$ cat src/rtl/khcb_pkg.sv
// ----------------------------------------------------------------------------
// khcb_pkg
// Shared widths, codes and controller/datapath command types of the k-ary
// Huffman code builder.
// ----------------------------------------------------------------------------
package khcb_pkg;

	localparam int FUNC_W    = 2;
	localparam int SYM_W     = 8;
	localparam int WEIGHT_W  = 32;
	localparam int STATUS_W  = 2;
	localparam int DIGIT_W   = 4;
	localparam int LEN_W     = 7;
	localparam int BWAYS_W   = 5;
	localparam int NWEIGHT_W = 40;
	localparam int PADDR_W   = 3;
	localparam int PDATA_W   = 32;

	localparam logic [BWAYS_W-1:0] BWAYS_RESET = 5'd2;

	typedef enum logic [FUNC_W-1:0] {
		FUNC_CLEAR = 2'd0,
		FUNC_LOAD  = 2'd1,
		FUNC_BUILD = 2'd2,
		FUNC_QUERY = 2'd3
	} func_t;

	typedef enum logic [STATUS_W-1:0] {
		ST_OK         = 2'd0,
		ST_BUILD_FAIL = 2'd1,
		ST_NO_CODE    = 2'd2
	} status_t;

	typedef enum logic [4:0] {
		OP_NONE, OP_TAKE, OP_CLEAR, OP_LOAD, OP_RESP,
		OP_B_INIT, OP_B_CNT, OP_B_PAD, OP_SZ_INIT, OP_SZ_STEP,
		OP_F_INIT, OP_F_RUN, OP_F_PAD,
		OP_K_INIT, OP_S_INIT, OP_S_RUN, OP_S_TAKE, OP_M_NODE, OP_B_DONE,
		OP_Q_RD, OP_Q_CHK, OP_Q_NODE, OP_Q_STEP,
		OP_E_INIT, OP_E_RD, OP_E_OUT
	} dp_op_t;

	typedef struct packed {
		dp_op_t  op;
		logic    issue;
		status_t code;
	} dp_cmd_t;

	typedef struct packed {
		logic out_free;
		logic s_last;
		logic lt2;
		logic c_zero;
		logic roots_gt1;
		logic total_big;
		logic wi_lt_leaves;
		logic j_last;
		logic found;
		logic k_last;
		logic i_last;
		logic q_ok;
		logic wzero;
		logic at_root;
		logic hasp;
		logic len_full;
		logic len_zero;
		logic e_last;
	} dp_stat_t;

endpackage

$ cat src/rtl/khcb_ctrl.sv
// ----------------------------------------------------------------------------
// khcb_ctrl
// Controller: sequences clear, load, tree build and code query on the
// datapath, one request at a time.
// ----------------------------------------------------------------------------
module khcb_ctrl import khcb_pkg::*; (
	input  logic              clk,
	input  logic              arst_n,
	input  logic              item_valid,
	input  logic [FUNC_W-1:0] item_func,
	output logic              item_ready,
	input  dp_stat_t          stat,
	output dp_cmd_t           cmd
);

	typedef enum logic [26:0] {
		S_IDLE   = 27'b1 << 0,
		S_CLEAR  = 27'b1 << 1,
		S_LOAD   = 27'b1 << 2,
		S_RESP   = 27'b1 << 3,
		S_BINIT  = 27'b1 << 4,
		S_BCNT   = 27'b1 << 5,
		S_BPAD   = 27'b1 << 6,
		S_SZINIT = 27'b1 << 7,
		S_SZ     = 27'b1 << 8,
		S_FINIT  = 27'b1 << 9,
		S_FILL   = 27'b1 << 10,
		S_FDRAIN = 27'b1 << 11,
		S_FPAD   = 27'b1 << 12,
		S_KINIT  = 27'b1 << 13,
		S_SINIT  = 27'b1 << 14,
		S_SRUN   = 27'b1 << 15,
		S_SDRAIN = 27'b1 << 16,
		S_TAKE   = 27'b1 << 17,
		S_MNODE  = 27'b1 << 18,
		S_BDONE  = 27'b1 << 19,
		S_QRD    = 27'b1 << 20,
		S_QCHK   = 27'b1 << 21,
		S_QNODE  = 27'b1 << 22,
		S_QSTEP  = 27'b1 << 23,
		S_EINIT  = 27'b1 << 24,
		S_ERD    = 27'b1 << 25,
		S_EOUT   = 27'b1 << 26
	} state_t;

	state_t  state_q, state_nxt;
	status_t code_q, code_nxt;

	assign item_ready = state_q == S_IDLE;

	always_comb begin
		state_nxt = state_q;
		code_nxt  = code_q;
		cmd.op    = OP_NONE;
		cmd.issue = 1'b0;
		cmd.code  = code_q;
		unique case (state_q)
			S_IDLE: begin
				if (item_valid) begin
					cmd.op = OP_TAKE;
					unique case (func_t'(item_func))
						FUNC_CLEAR: state_nxt = S_CLEAR;
						FUNC_LOAD:  state_nxt = S_LOAD;
						FUNC_BUILD: state_nxt = S_BINIT;
						FUNC_QUERY: state_nxt = S_QRD;
					endcase
				end
			end
			S_CLEAR: begin
				cmd.op    = OP_CLEAR;
				code_nxt  = ST_OK;
				state_nxt = S_RESP;
			end
			S_LOAD: begin
				cmd.op    = OP_LOAD;
				code_nxt  = ST_OK;
				state_nxt = S_RESP;
			end
			S_RESP: begin
				if (stat.out_free) begin
					cmd.op    = OP_RESP;
					state_nxt = S_IDLE;
				end
			end
			S_BINIT: begin
				cmd.op    = OP_B_INIT;
				state_nxt = S_BCNT;
			end
			S_BCNT: begin
				cmd.op = OP_B_CNT;
				if (stat.s_last) begin
					state_nxt = S_BPAD;
				end
			end
			S_BPAD: begin
				priority if (stat.lt2) begin
					code_nxt  = ST_BUILD_FAIL;
					state_nxt = S_RESP;
				end else if (stat.c_zero) begin
					state_nxt = S_SZINIT;
				end else begin
					cmd.op = OP_B_PAD;
				end
			end
			S_SZINIT: begin
				cmd.op    = OP_SZ_INIT;
				state_nxt = S_SZ;
			end
			// one step per merge: total node count without a divider
			S_SZ: begin
				priority if (stat.roots_gt1) begin
					cmd.op = OP_SZ_STEP;
				end else if (stat.total_big) begin
					code_nxt  = ST_BUILD_FAIL;
					state_nxt = S_RESP;
				end else begin
					state_nxt = S_FINIT;
				end
			end
			S_FINIT: begin
				cmd.op    = OP_F_INIT;
				state_nxt = S_FILL;
			end
			S_FILL: begin
				cmd.op    = OP_F_RUN;
				cmd.issue = 1'b1;
				if (stat.s_last) begin
					state_nxt = S_FDRAIN;
				end
			end
			S_FDRAIN: begin
				cmd.op    = OP_F_RUN;
				state_nxt = S_FPAD;
			end
			S_FPAD: begin
				if (stat.wi_lt_leaves) begin
					cmd.op = OP_F_PAD;
				end else begin
					state_nxt = S_KINIT;
				end
			end
			S_KINIT: begin
				cmd.op    = OP_K_INIT;
				state_nxt = S_SINIT;
			end
			S_SINIT: begin
				cmd.op    = OP_S_INIT;
				state_nxt = S_SRUN;
			end
			S_SRUN: begin
				cmd.op    = OP_S_RUN;
				cmd.issue = 1'b1;
				if (stat.j_last) begin
					state_nxt = S_SDRAIN;
				end
			end
			S_SDRAIN: begin
				cmd.op    = OP_S_RUN;
				state_nxt = S_TAKE;
			end
			S_TAKE: begin
				cmd.op = OP_S_TAKE;
				if (!stat.found || stat.k_last) begin
					state_nxt = S_MNODE;
				end else begin
					state_nxt = S_SINIT;
				end
			end
			S_MNODE: begin
				cmd.op    = OP_M_NODE;
				state_nxt = stat.i_last ? S_BDONE : S_KINIT;
			end
			S_BDONE: begin
				cmd.op    = OP_B_DONE;
				code_nxt  = ST_OK;
				state_nxt = S_RESP;
			end
			S_QRD: begin
				cmd.op = OP_Q_RD;
				if (stat.q_ok) begin
					state_nxt = S_QCHK;
				end else begin
					code_nxt  = ST_NO_CODE;
					state_nxt = S_RESP;
				end
			end
			S_QCHK: begin
				cmd.op = OP_Q_CHK;
				if (stat.wzero) begin
					code_nxt  = ST_NO_CODE;
					state_nxt = S_RESP;
				end else begin
					state_nxt = S_QNODE;
				end
			end
			S_QNODE: begin
				priority if (!stat.at_root) begin
					cmd.op    = OP_Q_NODE;
					state_nxt = S_QSTEP;
				end else if (stat.len_zero) begin
					code_nxt  = ST_NO_CODE;
					state_nxt = S_RESP;
				end else begin
					state_nxt = S_EINIT;
				end
			end
			S_QSTEP: begin
				cmd.op = OP_Q_STEP;
				priority if (!stat.hasp) begin
					if (stat.len_zero) begin
						code_nxt  = ST_NO_CODE;
						state_nxt = S_RESP;
					end else begin
						state_nxt = S_EINIT;
					end
				end else if (stat.len_full) begin
					code_nxt  = ST_NO_CODE;
					state_nxt = S_RESP;
				end else begin
					state_nxt = S_QNODE;
				end
			end
			S_EINIT: begin
				cmd.op    = OP_E_INIT;
				state_nxt = S_ERD;
			end
			S_ERD: begin
				cmd.op    = OP_E_RD;
				state_nxt = S_EOUT;
			end
			S_EOUT: begin
				if (stat.out_free) begin
					cmd.op    = OP_E_OUT;
					state_nxt = stat.e_last ? S_IDLE : S_ERD;
				end
			end
			default: state_nxt = S_IDLE;
		endcase
	end

	always_ff @(posedge clk or negedge arst_n) begin
		if (!arst_n) begin
			state_q <= S_IDLE;
			code_q  <= ST_OK;
		end else begin
			state_q <= state_nxt;
			code_q  <= code_nxt;
		end
	end

endmodule

$ cat config.mk
export PLATFORM = sky130hd
export DESIGN_NAME = khcb_ctrl
export DESIGN_NICKNAME = d
export VERILOG_FILES = /design/src/rtl/khcb_pkg.sv /design/src/rtl/khcb_ctrl.sv
export SDC_FILE = /design/constraint.sdc
export NUM_CORES = 1
export LEC_CHECK = 0
export ABC_AREA = 1
export BUFFER_PORTS_ARGS = -buffer_cell sky130_fd_sc_hd__buf_4
export CORE_UTILIZATION = 52
export DETAILED_ROUTE_END_ITERATION = 10
export PLACE_DENSITY_LB_ADDON = 0.05
export SYNTH_ARGS = -nofsm -noshare
export SYNTH_HDL_FRONTEND = slang
export SYNTH_SLANG_ARGS = --single-unit
$ cat constraint.sdc
create_clock -name clk -period 1.67 [get_ports clk]
set_input_delay 0.0835 -clock clk [delete_from_list [all_inputs] [get_ports clk]]
set_output_delay 0.0835 -clock clk [all_outputs]
set_load 0.02 [all_outputs]
# Yosys cells after proc, flatten, opt, wreduce, memory -nomap -nowiden
# Cells that the tools add are included.
totals:
  elab_cells: 99
  ff_bits: 29
  romBits: 0
  n_memories: 0
  out_inout_bits: 9
  latchBits: 0
  ramBits: 0
classes:
  add_sub_neg: 0
  n_div: 0
  multipliers: 0
  shift: 0
  n_reduce_logical: 10
  magnitude_cmp: 0
  n_eq_ne: 45
  n_mux: 42
  n_bitwise: 0
ops:
  columns: ["operator", "n"]
  rows:
  - ["$pmux W27 S25", 1]
  - ["$mux W27", 11]
  - ["$pmux W5 S25", 1]
  - ["$pmux W27 S4", 1]
  - ["$mux W25", 2]
  - ["$mux W23", 2]
  - ["$eq A27 B1 Y1 const B", 1]
  - ["$eq A27 B10 Y1 const B", 1]
  - ["$eq A27 B11 Y1 const B", 1]
  - ["$eq A27 B12 Y1 const B", 1]
  - ["$eq A27 B13 Y1 const B", 1]
  - ["$eq A27 B14 Y1 const B", 1]
  - ["$eq A27 B15 Y1 const B", 1]
  - ["$eq A27 B16 Y1 const B", 1]
  - ["$eq A27 B17 Y1 const B", 1]
  - ["$eq A27 B18 Y1 const B", 1]
  - ["$eq A27 B19 Y1 const B", 1]
  - ["$eq A27 B2 Y1 const B", 1]
  - ["$eq A27 B20 Y1 const B", 1]
  - ["$eq A27 B21 Y1 const B", 1]
  - ["$eq A27 B22 Y1 const B", 1]
  - ["$eq A27 B23 Y1 const B", 1]
  - ["$eq A27 B24 Y1 const B", 1]
  - ["$eq A27 B25 Y1 const B", 1]
  - ["32 further kinds", 61]

# Longest topological paths before layout
# Gate-level depths: netlist of run 1.
depth:
  ltp_word: 4
  depth_mapped: 15
  ltp_nobuf: 14

# Worst setup path after synthesis of run 1
# No wires, ideal clock.
synth_timing:
  path_type: "register to register"
  from: "register state_q[25]"
  to: "register state_q[6]"
  setup_ns: 0.126
  t_arrival_ns: 1.526
  required_time_ns: 1.544
  slack_ns: 0.019
  path_stages_with_launch: 13
  n_path_buf: 2
  cell_sequence: "dfrtp_1 -> nor2_1 -> nand2_2 -> nor2_4 -> nand2_4 -> buf_6 -> nor2_4 -> nand2_1 -> nand2_1 -> inv_2 -> nand2_4 -> buf_6 -> o22ai_2"
synth_via:
  elab_chain_cells: 3
  elab_cells_between_ends: 39
  cone_classes: "eq/ne (36); mux (1); reduce/logical (2)"
synth_lines:
  columns: ["element", "line", "source"]
  rows:
  - ["from (decl)", "khcb_ctrl.sv:46", "state_t state_q, state_nxt;"]
  - ["from (signal assigned)", "khcb_ctrl.sv:246", "state_q <= state_nxt;"]
  - ["$eq A27 B20 Y1 (tied with other cells)", "khcb_ctrl.sv:57", "unique case (state_q)"]
  - ["$reduce_or A3 Y1 (no source line) (tied with other cells)", null, null]
  - ["$pmux W27 S25 / $reduce_and A9 Y1 (equally long branches)", null, null]
# Several ways; a longest one is shown, not always the timed one.
# A chain may end at the register's enable or synchronous reset.

==> metrics.yaml, run 1 <==
timing:
  worst_pin_slew_ns: 0.4293
  report.final.slew_viol_count: 0
  setup_tns_ns: -11.28
  max_freq_mhz: 441.0
  setup_ws_ns: -0.5973
  hold_slack_ns: -0.006224
  hold_viol_final: 2
  fin_crit_ns: 2.267
  setup_viol: 28
  final.period_utilization_pct: 135.8
  rsz0062_at_grt: "yes"
  fin_skew_ns: 0.01194
  relSlewSlack_pct: 71.16
global_routing:
  grt_overflow: 0
  antenna_found_initial: 0
  first_global_vias: 2508
  grt_usage_pct: 32.21
  grt_pass1_wl_um: 10760
  grt_max_degree: 30
critical_path:
  crit_arrival_ns: 2.18
  critical_path_class: "reg -> out"
  crit_chain: "nor2_2 -> nand2_2 -> buf_4 -> nor2_1 -> nand2_1 -> nor2_2 -> nand2_2 -> nand2_2 -> inv_2 -> nand3_1 -> buf_6"
  cp.required_ns: 1.59
  cpMaxStageDelayCell: "dfrtp_1"
  cp_max_fo: 4
  crit_family: "simple AND/OR/NAND/NOR gates"
  end_kind: "output port"
  crit_buf_inv: 3
  critPathMaxStageDelay_ns: 0.40
  start_kind: "register"
  path_common_cell: "nand2_2"
floorplan:
  core_mm2: 0.004086
  floorplan.initialDensity_pct: 55.63
  die_y_um: 68.12
  die_area_mm2: 0.004640
  die_w_um: 68.12
  num_rows: 23
  num_io_pins: 32
logic_synthesis:
  yosysWarnings: 0
  synthesis.area_mm2: 0.002273
  yosys.area_share.simple_pct: 50.41
  synth-seq-cells: 29
  muxShareOfSynthArea_pct: 0
  synth_compound_area_share_pct: 6.054
  synth_nets: 388
  synth_xor_area_share_pct: 0
  seq_area_frac_synth_pct: 31.98
  synth_top_family_by_area: "simple AND/OR/NAND/NOR gates"
  yosys.cell_types.count: 31
  synthAdderAreaFrac_pct: 0
  netlist_instances: 365
  syn_area_per_cell_um2: 6.229
final_layout:
  fillers: 156
  finish.net_count: 514
  area_growth_syn_to_layout_pct: 67.09
  antenna_cells: 0
  drive_gt1_share_pct: 49.19
  layout_common_cells: "buf_4, nand2_1, nor2_1, inv_1, dfrtp_1"
  layout_commonest_cell: "buf_4"
detailed_routing:
  dr.first_iter.drc_count: 459
  vias_per_cell: 5.978
  antenna_left: 0
  vias: 3240
  wl_per_cell_um: 18.48
  wirelength_um: 10020
  dr.pass1.iters: 7
  drc: 0
clocking:
  cts_sinks: 29
  clockBufferDepth: 2
  cts_buffers: 5
  insertion_delay_ns: 0.31
  htreeDepth: 2
  cts-root-buf: "clkbuf_8"
  cts_tree: "built"
  clkSlewWorstSetupHoldPaths_ns: 0.07
power_and_ir_drop:
  finalPower_mw: 4.793
  leakagePower_nw: 2.051
  p_per_area_mw_per_mm2: 1262
  ir_worst_vdd_mv: 1.372
placement:
  pre_cts_ws_ns: -0.2158
  place_congestion: 0.9317
  port_buffers: 31
  hpwl_um: 5119
outcome:
  violations: "negative hold slack, negative setup slack"
  status: "finished with violations"
min_path:
  hp-class: "in -> reg"
flow_run:
  max-cap-violations: 0
-- registers in the layout, summed over array words and instances (netlist names) --
| register | count |
|---|---|
| code_q | 2 |
| state_q | 27 |
-- final cells by class --
| class | count | area, µm² | area share, % |
|---|---|---|---|
| Inverter | 61 | 231.5 | 6.094 |
| Multi-Input combinational cell | 274 | 1702 | 44.80 |
| Tap cell | 50 | 62.56 | 1.647 |
| Clock buffer | 8 | 90.09 | 2.372 |
| Sequential cell | 29 | 726.9 | 19.14 |
| Timing Repair Buffer | 120 | 985.9 | 25.96 |
-- stage by stage --
stage               cell area [µm²]  hold slack (ns)  instances  utilization (%)
finish                         3799        -0.006224        542            92.96
global route                   3799        -0.003485        542            92.96
CTS                            3367         0.006179        529            82.39
detailed placement             3000          0.03151        505            73.42
global placement               3000          0.02986        505            73.42
floorplan                      2273          -0.2121        365                -
-- path summary, 6_finish.rpt --
kind | start | to | slack (ns) | cells after the start
worst max-delay path | state_q[12] | cmd[3] | -0.60 | 11
worst min-delay path | stat[9] | state_q[18] | -0.006 | 2
worst min register to register | code_q[0] | code_q[0] | 0.53 | 2
worst max register to register | state_q[12] | state_q[0] | -0.56 | 17
min in group asynchronous | arst_n | state_q[14] | 0.27 | 2
max in group asynchronous | arst_n | state_q[0] | 1.07 | 2
-- routing by layer --
layer	GRT usage (%)	wire [µm]	vias to the layer above
met2	54.66	4731	286
li1	-	-	1375
met4	12.50	692	0
met5	0	0	-
met1	39.36	3510	1490
met3	7.000	1081	89
-- synth_stat cells, drive strengths merged --
master	count	area, µm²
a21oi	6	30.03
nor2	90	411.6
o21ai	11	58.80
inv	61	229.0
o22ai	2	18.77
a211oi	1	7.510
a21boi	1	7.510
and2	1	6.260
dfstp	1	26.28
nand2	109	454.2
o21a	1	7.510
dfrtp	28	700.7
o31ai	1	7.510
nor3	13	75.07
nor4	1	6.260
nand3	30	160.2
nand3b	1	7.510
buf	3	33.78
or2	1	6.260
nand4	3	18.77
-- logic make-up (layout without fill, tap and decap cells) --
family                 after synthesis  count (layout)
AO/OA/AOI/OAI                       23              23
buffers and inverters               64             189
flip-flops                          29              29
AND/OR/NAND/NOR                    249             251
-- power by group --
part	internal (mW)	leakage [nW]	switching, mW
Sequential	0.802	0.396	0.0854
Clock	0.336	0.0455	0.301
Combinational	1.36	1.61	1.91
Total	2.50	2.05	2.30
-- repair_timing --
action / CTS / global route
setup buffers: 13 / 16
hold endpoints to repair: 30 / 0
hold buffers: 2 / 0
setup endpoints to repair: 25 / 29
pin swaps: 17 / 40
gates resized for setup: 48 / 83
gates cloned: 1 / 1
Note: power is estimated with default switching activity, not from simulation.
==> inputs of run 2 (changes only) <==
- SKIP_LAST_GASP: not set -> 1
==> metrics.yaml, run 2 (same netlist as run 1, synthesis figures left out) <==
power_and_ir_drop:
  p_clk_share_pct: 13.3  # about the same
  seqPwrFrac_pct: 19.0  # was 18.5%
  finalPower_mw: 4.724  # was 4.793 mW
  intPower_mw: 2.439  # was 2.495 mW
  p_comb_share_pct: 67.7  # was 68.2%
  leakagePower_nw: 2.041  # was 2.051 nW
  swShare_pct: 48.36  # was 47.95%
  p_switching_mw: 2.285  # was 2.298 mW
  p_per_area_mw_per_mm2: 1248  # was 1262 mW/mm²
  ir_worst_vdd_mv: 1.359  # was 1.372 mV
min_path:
  min_from: "stat[9]"  # unchanged
  worstHoldPathCells: 2  # unchanged
  min_to: "state_q[18]"  # unchanged
  hp-class: "in -> reg"  # unchanged
outcome:
  status: "finished with violations"  # unchanged
  violations: "negative hold slack, negative setup slack"  # unchanged
final_layout:
  largest_reg_flops: 27  # unchanged
  reg_top3: "state_q: 27 flops, code_q: 2 flops"  # unchanged
  fin_area_mm2: 0.003785  # was 0.003799 mm²
  finish.net_count: 516  # was 514
  layout_common_cells: "buf_4, nand2_1, nor2_1, inv_1, dfrtp_1"  # unchanged
  stdcell_count: 544  # was 542
  final_core_util_pct: 92.62  # was 92.96%
  layout_commonest_cell: "buf_4"  # unchanged
  area_growth_syn_to_layout_pct: 66.48  # was 67.09%
  regMostFlops: "state_q"  # unchanged
  antenna_cells: 0  # unchanged
  drive_gt1_share_pct: 49.80  # was 49.19%
floorplan:
  die_y_um: 68.12  # unchanged
  num_io_pins: 32  # unchanged
  core_mm2: 0.004086  # unchanged
  die_w_um: 68.12  # unchanged
  die_area_mm2: 0.004640  # unchanged
  floorplan.initialDensity_pct: 55.63  # unchanged
  num_rows: 23  # unchanged
timing:
  max_freq_mhz: 446.1  # was 441.0 MHz
  relSlewSlack_pct: 69.57  # was 71.16%
  hold_slack_ns: -0.001949  # was -0.006224 ns
  setup_tns_ns: -10.02  # was -11.28 ns
  fin_crit_ns: 2.242  # was 2.267 ns
  hold_viol_final: 1  # was 2
  report.final.slew_viol_count: 0  # unchanged
  final.period_utilization_pct: 134.2  # was 135.8%
  setup_viol: 29  # was 28
  setup_ws_ns: -0.5719  # was -0.5973 ns
  rsz0062_at_grt: "yes"  # unchanged
  fin_skew_ns: 0.008127  # was 0.01194 ns
  worst_pin_slew_ns: 0.4529  # was 0.4293 ns
placement:
  dp_cells: 505  # unchanged
  place_congestion: 0.9317  # unchanged
  port_buffers: 31  # unchanged
  placed_cell_area_mm2: 0.003000  # unchanged
  hpwl_um: 5119  # unchanged
clocking:
  htreeDepth: 2  # unchanged
  insertion_delay_ns: 0.30  # was 0.31 ns
  cts-root-buf: "clkbuf_8"  # unchanged
  clkSlewWorstSetupHoldPaths_ns: 0.07  # about the same
  cts_tree: "built"  # unchanged
  cts_sinks: 29  # unchanged
  cts_buffers: 5  # unchanged
  clockBufferDepth: 2  # unchanged
critical_path:
  crit_arrival_ns: 2.41  # was 2.18 ns
  reg2reg_slack_ns: -0.57  # was -0.56 ns
  cp_max_fo: 6  # was 4
  reg2reg_depth: 14  # was 17
  r2r_end: "code_q[0]"  # was state_q[0]
  r2r_start: "state_q[12]"  # unchanged
  critical_path_class: "reg -> reg"  # was reg -> out
  cp.required_ns: 1.84  # was 1.59 ns
  end_kind: "register"  # was output port
  start_kind: "register"  # unchanged
detailed_routing:
  antenna_left: 0  # unchanged
  wirelength_um: 10440  # was 10020 µm
  vias_per_cell: 6.035  # was 5.978
  vias: 3283  # was 3240
  wl_per_cell_um: 19.18  # was 18.48 µm
  drc: 0  # unchanged
  dr.pass1.iters: 6  # was 7
  dr.first_iter.drc_count: 499  # was 459
global_routing:
  antenna_found_initial: 0  # unchanged
  first_global_vias: 2493  # was 2508
  grt_max_degree: 30  # unchanged
  grt_pass1_wl_um: 10730  # was 10760 µm
  grt_overflow: 0  # unchanged
  grt_usage_pct: 32.14  # was 32.21%
flow_run:
  max-cap-violations: 0  # unchanged
## run 2: worst max-delay path by stage
| stage | from | to | slack [ns] | cells past startpoint |
|---|---|---|---|---|
| final | state_q[12] | code_q[0] | -0.57 | 14 |
| after global routing | state_q[12] | cmd[4] | -0.65 | 10 |
| after CTS | state_q[10] | cmd[4] | -0.39 | 11 |
| after detailed placement | state_q[12] | code_q[0] | -0.22 | 12 |
| after global placement | state_q[12] | state_q[3] | -0.21 | 11 |
| after floorplan | state_q[25] | state_q[6] | 0.02 | 12 |
## run 2: area by class of cell
type | count | area (µm²)
fill | 165 | 301.5
timing repair buffer | 122 | 982.2
clock buffer | 8 | 90.09
inverter | 61 | 234.0
multi-input combinational | 274 | 1689
tap | 50 | 62.56
sequential | 29 | 726.9
## run 2: critical path, stage by stage, from the launching register on
cell and delay, ns:
dfrtp_1 0.40, nor2_2 0.16, nand2_2 0.13, nor2_4 0.14
buf_12 0.14, nand2_8 0.08, buf_6 0.14, nor2_4 0.16
nor2_1 0.10, nand2_1 0.10, nor2_1 0.07, nand2_2 0.10
nand4_1 0.16, nand2_1 0.14, nand2_1 0.08
## run 2: metal layers
layer | global-route usage, % | wire length, µm
met5 | 0 | 0
met4 | 11.20 | 796
met3 | 6.333 | 1057
met2 | 55.27 | 4891
met1 | 39.57 | 3690
## run 2: what timing repair did
| item | 4_1_cts | 5_1_grt |
|---|---|---|
| hold endpoints to repair | 30 | 0 |
| gates cloned | 1 | 1 |
| resized for setup | 44 | 82 |
| pin swaps | 17 | 41 |
| endpoints found under the setup margin | 25 | 29 |
| setup buffers | 13 | 16 |
| hold buffers | 2 | 0 |
## run 2: power by group through the flow
stage / clock network [mW] / registers (mW) / logic (mW)
after floorplan: 0 / 0.905 / 1.27
after global placement: 0 / 0.876 / 2.01
after detailed placement: 0 / 0.877 / 2.05
after CTS: 0.616 / 0.875 / 2.40
after global routing: 0.647 / 0.896 / 3.31
final: 0.627 / 0.900 / 3.20
## run 2: per-stage QoR
stage | setup WS (ns) | hold slack (ns)
after CTS | -0.3919 | 0.006178
final | -0.5719 | -0.001949
after floorplan | 0.01870 | -0.2121
after global placement | -0.2075 | 0.02986
after global routing | -0.6464 | 0.0005528
after detailed placement | -0.2158 | 0.03151
==> inputs of run 3 (changes only) <==
- PLACE_DENSITY: not set -> 0.76
- PLACE_DENSITY_LB_ADDON: 0.05 -> not set
==> metrics.yaml, run 3 (same netlist as run 1, synthesis figures left out) <==
clocking:
  htreeDepth: 2  # unchanged
  cts-root-buf: "clkbuf_8"  # unchanged
  insertion_delay_ns: 0.29  # was 0.30 ns
  cts_buffers: 5  # unchanged
  cts_tree: "built"  # unchanged
  cts_sinks: 29  # unchanged
  clkSlewWorstSetupHoldPaths_ns: 0.07  # about the same
  clockBufferDepth: 2  # unchanged
critical_path:
  cpMaxStageDelayCell: "dfrtp_1"  # unchanged
  start_kind: "register"  # unchanged
  critical_path_class: "reg -> out"  # was reg -> reg
  critPathMaxStageDelay_ns: 0.40  # about the same
  crit_family: "simple AND/OR/NAND/NOR gates"  # unchanged
  end_kind: "output port"  # was register
  r2r_start: "state_q[11]"  # was state_q[12]
  cp.required_ns: 1.59  # was 1.84 ns
  cp_max_fo: 4  # was 6
  path_common_cell: "nand2_2"  # was nand2_1
  crit_arrival_ns: 2.07  # was 2.41 ns
  cp-startpoint: "state_q[11]"  # was state_q[12]
  crit_buf_inv: 2  # unchanged
  crit_chain: "nor2_2 -> nand2_2 -> nor2_4 -> nand2_2 -> nor2_4 -> nand2_2 -> inv_2 -> a211oi_2 -> nand3_1 -> buf_6"  # was nor2_2 -> nand2_2 -> nor2_4 -> buf_12 -> nand2_8 -> buf_6 -> nor2_4 -> nor2_1 -> nand2_1 -> nor2_1 -> nand2_2 -> nand4_1 -> nand2_1 -> nand2_1
placement:
  dp_cells: 500  # was 505
  port_buffers: 31  # unchanged
  placed_cell_area_mm2: 0.002963  # was 0.003000 mm²
  pre_cts_ws_ns: -0.2864  # was -0.2158 ns
  hpwl_um: 5228  # was 5119 µm
  place_congestion: 0.9283  # was 0.9317
detailed_routing:
  wirelength_um: 9356  # was 10440 µm
  dr.first_iter.drc_count: 312  # was 499
  antenna_left: 0  # unchanged
  vias: 3124  # was 3283
  drc: 0  # unchanged
  vias_per_cell: 5.753  # was 6.035
  dr.pass1.iters: 5  # was 6
  wl_per_cell_um: 17.23  # was 19.18 µm
flow_run:
  max-cap-violations: 0  # unchanged
final_layout:
  layout_commonest_cell: "buf_4"  # unchanged
  regMostFlops: "state_q"  # unchanged
  fin_area_mm2: 0.003675  # was 0.003785 mm²
  final_core_util_pct: 89.93  # was 92.62%
  reg_top3: "state_q: 27 flops, code_q: 2 flops"  # unchanged
  regArea_um2: 726.9  # unchanged
  drive_gt1_share_pct: 45.23  # was 49.80%
  multi_input_area_mm2: 0.001560  # was 0.001689 mm²
  finish.net_count: 515  # was 516
  largest_reg_flops: 27  # unchanged
  fillers: 197  # was 165
  stdcell_count: 543  # was 544
  area_growth_syn_to_layout_pct: 61.64  # was 66.48%
  layout_common_cells: "buf_4, nand2_1, nor2_1, inv_1, dfrtp_1"  # unchanged
  antenna_cells: 0  # unchanged
power_and_ir_drop:
  p_per_area_mw_per_mm2: 1224  # was 1248 mW/mm²
  leakagePower_nw: 2.011  # was 2.041 nW
  ir_worst_vdd_mv: 1.034  # was 1.359 mV
timing:
  final.period_utilization_pct: 128.8  # was 134.2%
  hold_viol_final: 0  # was 1
  relSlewSlack_pct: 71.31  # was 69.57%
  report.final.slew_viol_count: 0  # unchanged
  setup_tns_ns: -9.758  # was -10.02 ns
  fin_crit_ns: 2.151  # was 2.242 ns
  setup_viol: 26  # was 29
  fin_skew_ns: 0.007596  # was 0.008127 ns
  rsz0062_at_grt: "yes"  # unchanged
  worst_pin_slew_ns: 0.4271  # was 0.4529 ns
  max_freq_mhz: 465.0  # was 446.1 MHz
  setup_ws_ns: -0.4807  # was -0.5719 ns
global_routing:
  grt_overflow: 0  # unchanged
  grt_usage_pct: 36.86  # was 32.14%
  antenna_found_initial: 0  # unchanged
  grt_pass1_wl_um: 12370  # was 10730 µm
  grt_max_degree: 30  # unchanged
  first_global_vias: 2798  # was 2493
outcome:
  violations: "negative setup slack"  # was negative hold slack, negative setup slack
  status: "finished with violations"  # unchanged
floorplan:
  die_area_mm2: 0.004640  # unchanged
  die_w_um: 68.12  # unchanged
  num_io_pins: 32  # unchanged
  floorplan.initialDensity_pct: 55.63  # unchanged
  core_mm2: 0.004086  # unchanged
  die_y_um: 68.12  # unchanged
  num_rows: 23  # unchanged
min_path:
  hp-class: "in -> reg"  # unchanged
  min_from: "stat[17]"  # was stat[9]
==> run 3: power by group <==
group / switching (mW) / internal [mW] / total, mW
Combinational: 1.68 / 1.26 / 2.95
Clock: 0.296 / 0.372 / 0.668
Sequential: 0.0816 / 0.801 / 0.883
==> run 3: through the flow <==
| stage | hold WS [ns] | power (mW) |
|---|---|---|
| finish | 0.01806 | 4.497 |
| global placement | 0.03055 | 2.829 |
| global route | 0.02605 | 4.676 |
| CTS | 0.04565 | 4.033 |
| floorplan | -0.2121 | 2.179 |
| detailed placement | 0.03553 | 2.875 |
==> run 3: layer usage <==
metal | track usage (%) | wire length [µm] | share of wire (%) | up-vias
li1 | - | - | - | 1381
met1 | 41.99 | 3268 | 35 | 1430
met2 | 64.09 | 4460 | 48 | 231
met3 | 7.333 | 910 | 9.7 | 82
met4 | 19.79 | 716 | 7.7 | 0
met5 | 0 | 0 | 0 | -
==> run 3: timing repair <==
action / in CTS / in global routing
hold buffers: 5 / 0
buffers inserted: 22 / 7
pin swaps: 28 / 24
hold endpoints to repair: 33 / 0
gates cloned: 2 / 0
gates resized for setup: 69 / 32
endpoints found under the setup margin: 25 / 31
==> run 3: layout make-up <==
| type | count | share of cell area, % |
|---|---|---|
| inverters | 61 | 6.299 |
| flip-flops and latches | 29 | 19.78 |
| well taps | 50 | 1.702 |
| clock inverters | 1 | 0.1362 |
| repair buffers | 121 | 27.00 |
| multi-input cells | 274 | 42.46 |
| clock buffers | 7 | 2.622 |
==> run 3: path summary, 6_finish.rpt <==
path                       slack, ns          end  depth (start not counted)
min                             0.02  state_q[26]                          2
min in group asynchronous       0.27    code_q[1]                          2
max                            -0.48       cmd[3]                         10
max reg2reg                    -0.47    code_q[0]                         13
max in group asynchronous       1.08   state_q[0]                          2
min reg2reg                     0.53    code_q[0]                          2
